[config.mk]
export PLATFORM = sky130hd
export DESIGN_NAME = timed_release_lowest_slot_allocator_unit
export DESIGN_NICKNAME = d
export VERILOG_FILES = /design/src/hdl/trlsa_pkg.sv /design/src/hdl/trlsa_ram.sv /design/src/hdl/timed_release_lowest_slot_allocator_unit.sv
export SDC_FILE = /design/constraint.sdc
export NUM_CORES = 2
export LEC_CHECK = 0
export BUFFER_PORTS_ARGS = -buffer_cell sky130_fd_sc_hd__buf_4
export CORE_MARGIN = 2
export CORE_UTILIZATION = 50
export DETAILED_ROUTE_END_ITERATION = 16
export GPL_TIMING_DRIVEN = 0
export PLACE_DENSITY = 0.62
export SETUP_SLACK_MARGIN = 0.5
export SYNTH_ARGS = -nofsm -noshare
export SYNTH_HDL_FRONTEND = slang
export SYNTH_HIERARCHICAL = 1
export SYNTH_SLANG_ARGS = --single-unit
export TNS_END_PERCENT = 20
[constraint.sdc]
create_clock -name clk -period 7.5 [get_ports clk]
set_input_delay 0 -clock clk [delete_from_list [all_inputs] [get_ports clk]]
set_output_delay 0 -clock clk [all_outputs]
set_load 0.02 [all_outputs]
[src/hdl/trlsa_pkg.sv]
// Package for the timed-release lowest-slot allocator.
// Field widths, register map codes and reset values; no dependencies.
`default_nettype none

package trlsa_pkg;

  // default sizing handed to the top level parameters
  localparam int MAX_SLOTS_DEF = 64;
  localparam int TIME_BITS_DEF = 32;

  // fixed field widths
  localparam int REQ_W   = 6;
  localparam int SLOT_W  = 6;
  localparam int COUNT_W = 7;
  localparam int CFG_DW  = 32;
  localparam int CFG_AW  = 3;

  // register index codes (paddr[2])
  localparam logic REG_SLOT_COUNT = 1'b0;
  localparam logic REG_TARGET     = 1'b1;

  localparam logic [COUNT_W-1:0] SLOT_COUNT_RST = 7'd64;
  localparam logic [REQ_W-1:0]   TARGET_RST     = 6'd0;

endpackage

`default_nettype wire

[src/hdl/trlsa_ram.sv]
// Generic single-write, single-read RAM with registered read data.
// Standalone; used for the per-slot leave times.
`default_nettype none

module trlsa_ram #(
  parameter int WIDTH = 32,
  parameter int DEPTH = 64
) (
  input  wire logic                     clk,
  input  wire logic                     we,
  input  wire logic [$clog2(DEPTH)-1:0] waddr,
  input  wire logic [WIDTH-1:0]         wdata,
  input  wire logic [$clog2(DEPTH)-1:0] raddr,
  output logic      [WIDTH-1:0]         rdata
);

  logic [WIDTH-1:0] mem [DEPTH];

  always_ff @(posedge clk) begin
    if (we) begin
      mem[waddr] <= wdata;
    end
    rdata <= mem[raddr];
  end

endmodule

`default_nettype wire

[src/hdl/timed_release_lowest_slot_allocator_unit.sv]
// Top level of the timed-release lowest-slot allocator.
// Uses trlsa_pkg and trlsa_ram (leave-time store).
//
//  channel | direction | handshake           | payload
//  --------+-----------+---------------------+-------------------------------------------
//  in_     | slave     | tvalid/tready       | tdata: arrival_time, leave_time, requester
//  out_    | master    | tvalid/tready       | tdata: granted_slot; tuser: none_free, is_target
//  cfg_    | APB slave | psel/penable/pready | slot_count @0x0, target_requester @0x4
//
// Flow: a request is accepted in IDLE, then the scan walks the leave-time RAM one
// slot per cycle through its single read port, then the FIN state commits the grant.
// A new request is taken only in IDLE, so not before the previous one has committed.
// Reset: synchronous active-low rst_n; all slots free, slot_count 64, target 0.
// Stalls: the result sits in an output register; the commit cycle waits only if the
// previous result was not yet taken.
`default_nettype none

module timed_release_lowest_slot_allocator_unit
  import trlsa_pkg::*;
#(
  parameter int MAX_SLOTS = MAX_SLOTS_DEF,
  parameter int TIME_BITS = TIME_BITS_DEF,
  localparam int IN_W = ((2 * TIME_BITS + REQ_W + 7) / 8) * 8
) (
  input  wire logic              clk,
  input  wire logic              rst_n,
  // input requests
  input  wire logic              in_tvalid,
  output logic                   in_tready,
  input  wire logic [IN_W-1:0]   in_tdata,   // arrival_time, leave_time, requester_index, 0 pad
  // results
  output logic                   out_tvalid,
  input  wire logic              out_tready,
  output logic [7:0]             out_tdata,  // granted_slot[5:0], 2'b0 pad
  output logic [1:0]             out_tuser,  // none_free, is_target
  // configuration
  input  wire logic              cfg_psel,
  input  wire logic              cfg_penable,
  input  wire logic              cfg_pwrite,
  input  wire logic [CFG_AW-1:0] cfg_paddr,
  input  wire logic [CFG_DW-1:0] cfg_pwdata,
  output logic [CFG_DW-1:0]      cfg_prdata,
  output logic                   cfg_pready
);

  localparam int IW = $clog2(MAX_SLOTS);          // slot index width
  localparam int CW = $clog2(MAX_SLOTS + 1);      // scan counter, holds MAX_SLOTS
  localparam int LW = (IW + 1 > COUNT_W) ? IW + 1 : COUNT_W; // compare width vs count

  localparam logic [1:0] ST_IDLE = 2'd0;
  localparam logic [1:0] ST_SCAN = 2'd1;
  localparam logic [1:0] ST_FIN  = 2'd2;

  // config registers
  logic [COUNT_W-1:0]   slot_count_r, slot_count_nxt;
  logic [REQ_W-1:0]     target_r, target_nxt;
  logic                 cfg_wr;

  // control
  logic [1:0]           state_r, state_nxt;
  logic [CW-1:0]        cnt_r, cnt_nxt;
  logic                 ev_valid_r, ev_valid_nxt;
  logic [IW-1:0]        ev_idx_r, ev_idx_nxt;
  logic                 found_r, found_nxt;
  logic [IW-1:0]        granted_r, granted_nxt;
  logic [MAX_SLOTS-1:0] busy_r, busy_nxt;

  // request payload held over the scan
  logic [TIME_BITS-1:0] now_r, now_nxt;
  logic [TIME_BITS-1:0] leave_r, leave_nxt;
  logic                 hit_r, hit_nxt;

  // output register
  logic                 out_valid_r, out_valid_nxt;
  logic [SLOT_W-1:0]    out_slot_r, out_slot_nxt;
  logic                 out_none_r, out_none_nxt;
  logic                 out_hit_r, out_hit_nxt;

  // datapath
  logic                 in_acc;
  logic                 fin_go;
  logic                 ram_we;
  logic [TIME_BITS-1:0] ram_rdata;
  logic                 slot_busy;
  logic                 slot_expired;
  logic                 slot_free;
  logic                 slot_in_range;

  assign in_tready = (state_r == ST_IDLE);
  assign in_acc    = in_tvalid && in_tready;
  assign fin_go    = (state_r == ST_FIN) && (!out_valid_r || out_tready);
  assign ram_we    = fin_go && found_r;

  // the one shared compare: stored leave time against arrival time
  assign slot_busy     = busy_r[ev_idx_r];
  assign slot_expired  = (ram_rdata <= now_r);
  assign slot_free     = !slot_busy || slot_expired;
  assign slot_in_range = (LW'(ev_idx_r) < LW'(slot_count_r));

  trlsa_ram #(
    .WIDTH (TIME_BITS),
    .DEPTH (MAX_SLOTS)
  ) u_leave_ram (
    .clk   (clk),
    .we    (ram_we),
    .waddr (granted_r),
    .wdata (leave_r),
    .raddr (cnt_r[IW-1:0]),
    .rdata (ram_rdata)
  );

  // APB config: write on the access phase, read is combinational
  assign cfg_pready = 1'b1;
  assign cfg_wr     = cfg_psel && cfg_penable && cfg_pwrite && cfg_pready;

  always_comb begin
    slot_count_nxt = slot_count_r;
    target_nxt     = target_r;
    if (cfg_wr) begin
      case (cfg_paddr[2])
        REG_SLOT_COUNT: slot_count_nxt = cfg_pwdata[COUNT_W-1:0];
        REG_TARGET:     target_nxt     = cfg_pwdata[REQ_W-1:0];
        default: ;
      endcase
    end
  end

  always_comb begin
    case (cfg_paddr[2])
      REG_SLOT_COUNT: cfg_prdata = CFG_DW'(slot_count_r);
      REG_TARGET:     cfg_prdata = CFG_DW'(target_r);
      default:        cfg_prdata = '0;
    endcase
  end

  // sequencer
  always_comb begin
    state_nxt     = state_r;
    cnt_nxt       = cnt_r;
    ev_valid_nxt  = 1'b0;
    ev_idx_nxt    = cnt_r[IW-1:0];
    found_nxt     = found_r;
    granted_nxt   = granted_r;
    busy_nxt      = busy_r;
    now_nxt       = now_r;
    leave_nxt     = leave_r;
    hit_nxt       = hit_r;
    out_valid_nxt = out_valid_r;
    out_slot_nxt  = out_slot_r;
    out_none_nxt  = out_none_r;
    out_hit_nxt   = out_hit_r;

    if (out_valid_r && out_tready) begin
      out_valid_nxt = 1'b0;
    end

    case (state_r)
      ST_IDLE: begin
        if (in_acc) begin
          now_nxt     = in_tdata[TIME_BITS-1:0];
          leave_nxt   = in_tdata[2*TIME_BITS-1:TIME_BITS];
          hit_nxt     = (in_tdata[2*TIME_BITS +: REQ_W] == target_r);
          cnt_nxt     = '0;
          found_nxt   = 1'b0;
          granted_nxt = '0;
          state_nxt   = ST_SCAN;
        end
      end
      ST_SCAN: begin
        // issue one read per cycle, evaluate the slot read last cycle
        if (cnt_r != CW'(MAX_SLOTS)) begin
          ev_valid_nxt = 1'b1;
          cnt_nxt      = cnt_r + CW'(1);
        end else begin
          state_nxt = ST_FIN;
        end
        if (ev_valid_r) begin
          if (slot_busy && slot_expired) begin
            busy_nxt[ev_idx_r] = 1'b0;
          end
          if (slot_free && slot_in_range && !found_r) begin
            found_nxt   = 1'b1;
            granted_nxt = ev_idx_r;
          end
        end
      end
      ST_FIN: begin
        if (fin_go) begin
          if (found_r) begin
            busy_nxt[granted_r] = 1'b1;
          end
          out_valid_nxt = 1'b1;
          out_slot_nxt  = found_r ? SLOT_W'(granted_r) : '0;
          out_none_nxt  = !found_r;
          out_hit_nxt   = hit_r;
          state_nxt     = ST_IDLE;
        end
      end
      default: state_nxt = ST_IDLE;
    endcase
  end

  always_ff @(posedge clk) begin
    if (!rst_n) begin
      slot_count_r <= SLOT_COUNT_RST;
      target_r     <= TARGET_RST;
      state_r      <= ST_IDLE;
      cnt_r        <= '0;
      ev_valid_r   <= 1'b0;
      found_r      <= 1'b0;
      busy_r       <= '0;
      out_valid_r  <= 1'b0;
    end else begin
      slot_count_r <= slot_count_nxt;
      target_r     <= target_nxt;
      state_r      <= state_nxt;
      cnt_r        <= cnt_nxt;
      ev_valid_r   <= ev_valid_nxt;
      found_r      <= found_nxt;
      busy_r       <= busy_nxt;
      out_valid_r  <= out_valid_nxt;
    end
  end

  always_ff @(posedge clk) begin
    ev_idx_r   <= ev_idx_nxt;
    granted_r  <= granted_nxt;
    now_r      <= now_nxt;
    leave_r    <= leave_nxt;
    hit_r      <= hit_nxt;
    out_slot_r <= out_slot_nxt;
    out_none_r <= out_none_nxt;
    out_hit_r  <= out_hit_nxt;
  end

  assign out_tvalid = out_valid_r;
  assign out_tdata  = {2'b00, out_slot_r};
  assign out_tuser  = {out_hit_r, out_none_r};

`ifndef SYNTH
  // an accepted request always starts a scan
  a_acc_scan: assert property (@(posedge clk) disable iff (!rst_n)
    in_acc |=> (state_r == ST_SCAN))
    else $error("request accepted but scan did not start");

  // a grant leaves its slot busy
  a_grant_busy: assert property (@(posedge clk) disable iff (!rst_n)
    (fin_go && found_r) |=> busy_r[$past(granted_r)])
    else $error("granted slot not marked busy");

  // a granted slot lies below the configured count
  a_grant_range: assert property (@(posedge clk) disable iff (!rst_n)
    (out_valid_r && !out_none_r) |-> (LW'(out_slot_r) < LW'(slot_count_r)))
    else $error("granted slot beyond slot count");

  // no evaluation in flight while idle
  a_idle_quiet: assert property (@(posedge clk) disable iff (!rst_n)
    (state_r == ST_IDLE) |-> !ev_valid_r)
    else $error("slot evaluation pending in idle");
`endif

endmodule

`default_nettype wire
==> impl_metrics.py <==
metrics = {
    "hold_path": {
        "hold_path_class": "input pin to flip-flop",
        "worst_hold_startpoint": "in_tdata[66]",
    },
    "synthesis": {
        "post_synth.cell_area_avg_sq_um": 21.1,
        "synth_cell_type_count": 62,
        "synth_flop_cell": "sky130_fd_sc_hd__edfxtp_1",
        "synth_cells": 4112,
        "synth-seq-cells": 2254,
        "mappedNetlistArea_sq_um": 86800,
        "postSynth.asyncResetShare_pct": 0,
        "ys.warnings.count": 6,
        "yosysSeqAreaShare_pct": 76.5,
        "number_of_enable_type_register_cells_in_the_synthesized_netlist": 2127,
    },
    "power": {
        "power_density_cells_nw_per_um2": 253,
        "power.leakage_nw": 32.5,
        "report.power.total_mw": 26.3,
        "ir_drop_uv": 258,
    },
    "drt": {
        "met2RoutedLength_mm": 130,
        "dr.pass1.iters": 5,
        "routed.top_layer": "met5",
        "wl_on_met1_mm": 97.9,
        "met3_length_mm": 28.5,
        "wl_mm": 271,
        "antenna_violating_nets_post_route": 0,
        "vias": 47300,
        "detailedRoute.firstIterationViolations": 6911,
        "drc": 0,
        "post_drt_via_cell_ratio": 6.48,
        "wl_per_cell_um": 37.2,
    },
    "finish": {
        "syn_to_final_growth_pct": 19.5,
        "fin_nets": 4950,
        "finalCoreUtilization_pct": 60.3,
        "fillCellCount": 12000,
        "drive_above_1_share_pct": 27.0,
        "footprint_of_the_multi_input_gates_sq_um": 19600,
        "layoutNonFillerInstCount": 7304,
        "final-seq-area_sq_um": 66400,
    },
    "die": {
        "design.core.area_sq_um": 172000,
        "placementRows": 152,
        "initial_cell_density_of_the_core_pct": 50.5,
        "chipHeight_um": 421,
        "die-area_sq_um": 177000,
        "io-pin-count": 159,
        "dieWidth_um": 421,
    },
    "clocking": {
        "cts_tree": "yes",
        "max-clock-path-buffers": 3,
        "clock_latency_of_the_later_clocked_register_in_the_worst_skew_pair_ns": 0.87,
        "h-tree-depth": 4,
        "hold_buffers": 162,
        "post_cts.resized_instances": 0,
        "clock_buffers_created_by_tritoncts": 224,
        "postCtsSetupBuffers": 0,
        "cts_root_buffer": "sky130_fd_sc_hd__clkbuf_16",
        "cts.sinks": 2254,
        "clock_pin_slew_on_the_worst_setup_and_hold_paths_ns": 0.07,
    },
    "timing": {
        "maxSlewHeadroom_pct": -4.28,
        "finClkSkew_ns": 0.0342,
        "finalHoldViolCount": 0,
        "worst-slew-pin-transition_ns": 1.56,
        "period_share_pct": 62.5,
        "grt_setup_unrepaired": "no",
        "max_freq_mhz": 213,
        "timing.final.crit_period_ns": 4.69,
        "timing.final.max_slew_violations": 11,
        "post_layout_worst_setup_margin_ns": 2.81,
        "finalSetupViolations": 0,
    },
    "critical_path": {
        "worst_setup_path_end_kind": "flip-flop",
        "worstReg2RegStart": "now_r[28]",
        "worst_setup_path_startpoint": "now_r[28]",
        "critPathSlowestCell": "sky130_fd_sc_hd__and2_1",
        "critPathBufInv": 3,
        "crit_path_start_kind": "flip-flop",
        "timing.critical_path.slowest_cell_delay_ns": 0.50,
        "data_arrival_time_of_the_critical_path_ns": 5.19,
        "timing.critical_path.fanout_max": 7,
        "timing.critical_path.required_ns": 8.00,
        "timing_worst_setup_path_type": "flip-flop to flip-flop",
        "timing.critical_path.cells": "inv_1 -> ha_1 -> nand4_1 -> nor4_1 -> buf_2 -> and2_1 -> a21oi_1 -> or2_2 -> clkbuf_1 -> a221o_1 -> o21ai_1",
        "crit_family": "simple AND/OR/NAND/NOR gates",
        "reg2reg_setup_slack_ns": 2.81,
    },
    "global_route": {
        "globalRouteTotalUtil_pct": 31.0,
        "globalRoute.totalOverflow": 0,
        "grt_pass1_vias": 45800,
        "pin_count_of_the_biggest_net_entering_global_routing": 40,
        "wire_length_of_the_first_global_routing_pass_mm": 369,
        "grt_antenna_before_repair": 10,
    },
    "status": {
        "violations": "max-capacitance violations, max-slew violations",
        "status": "finished with violations",
    },
    "placement": {
        "rd_place_congestion": 0.919,
        "pre_cts_ws_ns": 3.09,
        "number_of_placed_cells_counting_well_taps": 6718,
        "port_buffers": 100,
        "dpl.hpwl_mm": 179,
    },
    "flow_run": {
        "drv_cap": 1,
    },
}
[per-stage QoR]
stage	TNS [ns]	area (sq um)	hold slack (ns)
6_report	0	104000	0.123
5_1_grt	0	104000	0.150
4_1_cts	0	104000	0.0878
3_5_place_dp	0	94900	0.179
3_3_place_gp	-124.01	90600	0.178
2_1_floorplan	0	86900	0.0781
[tightest hold or removal path, stage by stage]
cell	delay, ns
sky130_fd_sc_hd__buf_4	0.08
sky130_fd_sc_hd__xor2_1	0.05
sky130_fd_sc_hd__nor3_1	0.15
sky130_fd_sc_hd__dlygate4sd3_1	0.56
[worst paths after layout]
| kind | end | cells past startpoint |
|---|---|---|
| max | granted_r[4] | 11 |
| min | hit_r | 4 |
| max reg2reg | granted_r[4] | 11 |
| min reg2reg | ev_idx_r[2] | 0 |
[cell usage in the layout (no fill, tap or decap), drive strengths merged, types with 8 or more instances in the layout]
master / instances
nor2: 169
a311oi: 8
buf: 425
a32o: 37
conb: 28
dlygate4sd3: 162
a21oi: 82
and2: 16
mux4: 552
mux2: 8
nand2: 104
mux2i: 104
o21ai: 15
and3: 9
edfxtp: 2127
dfxtp: 127
inv: 51
nor3: 26
ha: 39
a221oi: 8
clkbuf: 400
clkinv: 90
nand2b: 18
and4b: 8
o22ai: 113
o221ai: 27
a22oi: 13
nor4b: 16
nand3: 53
nor2b: 33
bufinv: 22
nand4: 15
[power breakdown]
| part | switching [mW] | internal [mW] | total (mW) |
|---|---|---|---|
| Combinational | 0.701 | 0.526 | 1.23 |
| Sequential | 0.0747 | 13.8 | 13.9 |
| Clock | 4.73 | 6.43 | 11.2 |
[registers in the layout, summed over array words and instances (netlist names), 2 cells and up]
register	count
cnt_r	7
target_r	6
slot_count_r	7
ev_idx_r	6
out_slot_r	6
u_leave_ram/rdata	32
busy_r	64
leave_r	32
state_r	2
now_r	32
u_leave_ram/mem	2048
granted_r	6
[cells by family after synthesis]
| family | synth area share [%] |
|---|---|
| xor+xnor | 0.101 |
| compound gates | 2.68 |
| buf+inv | 1.68 |
| fa+ha+maj | 0.562 |
| flops | 76.5 |
| mux | 15.6 |
| other cells | 0.00865 |
| simple gates | 2.87 |
[Yosys cell counts (6+ instances only)]
master | n | area (sq um)
sky130_fd_sc_hd__a32o_1 | 37 | 370
sky130_fd_sc_hd__inv_1 | 45 | 169
sky130_fd_sc_hd__o221ai_1 | 27 | 236
sky130_fd_sc_hd__nor2_1 | 169 | 634
sky130_fd_sc_hd__edfxtp_1 | 2127 | 63900
sky130_fd_sc_hd__nand2_1 | 104 | 390
sky130_fd_sc_hd__nand2b_1 | 18 | 113
sky130_fd_sc_hd__and3_1 | 9 | 56.3
sky130_fd_sc_hd__nand4b_1 | 6 | 52.6
sky130_fd_sc_hd__and4b_1 | 8 | 80.1
sky130_fd_sc_hd__a21oi_1 | 82 | 410
sky130_fd_sc_hd__a221oi_1 | 8 | 70.1
sky130_fd_sc_hd__o22ai_1 | 113 | 707
sky130_fd_sc_hd__nand3_1 | 53 | 265
sky130_fd_sc_hd__nor3_1 | 26 | 130
sky130_fd_sc_hd__o21ai_0 | 13 | 65.1
sky130_fd_sc_hd__dfxtp_1 | 127 | 2540
sky130_fd_sc_hd__ha_1 | 39 | 488
sky130_fd_sc_hd__nand4_1 | 15 | 93.8
sky130_fd_sc_hd__buf_2 | 67 | 335
sky130_fd_sc_hd__nor4b_1 | 16 | 140
sky130_fd_sc_hd__mux4_2 | 552 | 12400
sky130_fd_sc_hd__a311oi_1 | 8 | 70.1
sky130_fd_sc_hd__or3_1 | 6 | 37.5
sky130_fd_sc_hd__buf_6 | 6 | 67.6
sky130_fd_sc_hd__nand3b_1 | 6 | 45.0
sky130_fd_sc_hd__a21boi_0 | 7 | 52.6
sky130_fd_sc_hd__mux2i_1 | 104 | 1040
sky130_fd_sc_hd__a22oi_1 | 13 | 97.6
sky130_fd_sc_hd__and2_1 | 16 | 100
sky130_fd_sc_hd__buf_1 | 27 | 101
sky130_fd_sc_hd__clkbuf_1 | 99 | 372
sky130_fd_sc_hd__mux2_2 | 8 | 90.1
sky130_fd_sc_hd__nor2b_1 | 33 | 206
sky130_fd_sc_hd__buf_4 | 55 | 413
[per-layer routing]
metal	up-vias	global-route usage, %
met3	631	7.43
met4	10	15.3
met1	25100	40.4
met2	2950	49.2
li1	18600	-
met5	-	0
[final cells by class]
| class | instances | share of cell area [%] |
|---|---|---|
| antenna | 3 | 0.00723 |
| tap | 2310 | 2.78 |
| inverter | 46 | 0.169 |
| multi-input combinational | 1584 | 18.8 |
| clock inverter | 120 | 1.17 |
| sequential | 2254 | 64.0 |
| buffer | 254 | 1.24 |
| clock buffer | 300 | 5.85 |
| timing repair buffer | 433 | 5.96 |
Note: power is estimated with default switching activity, not from simulation.
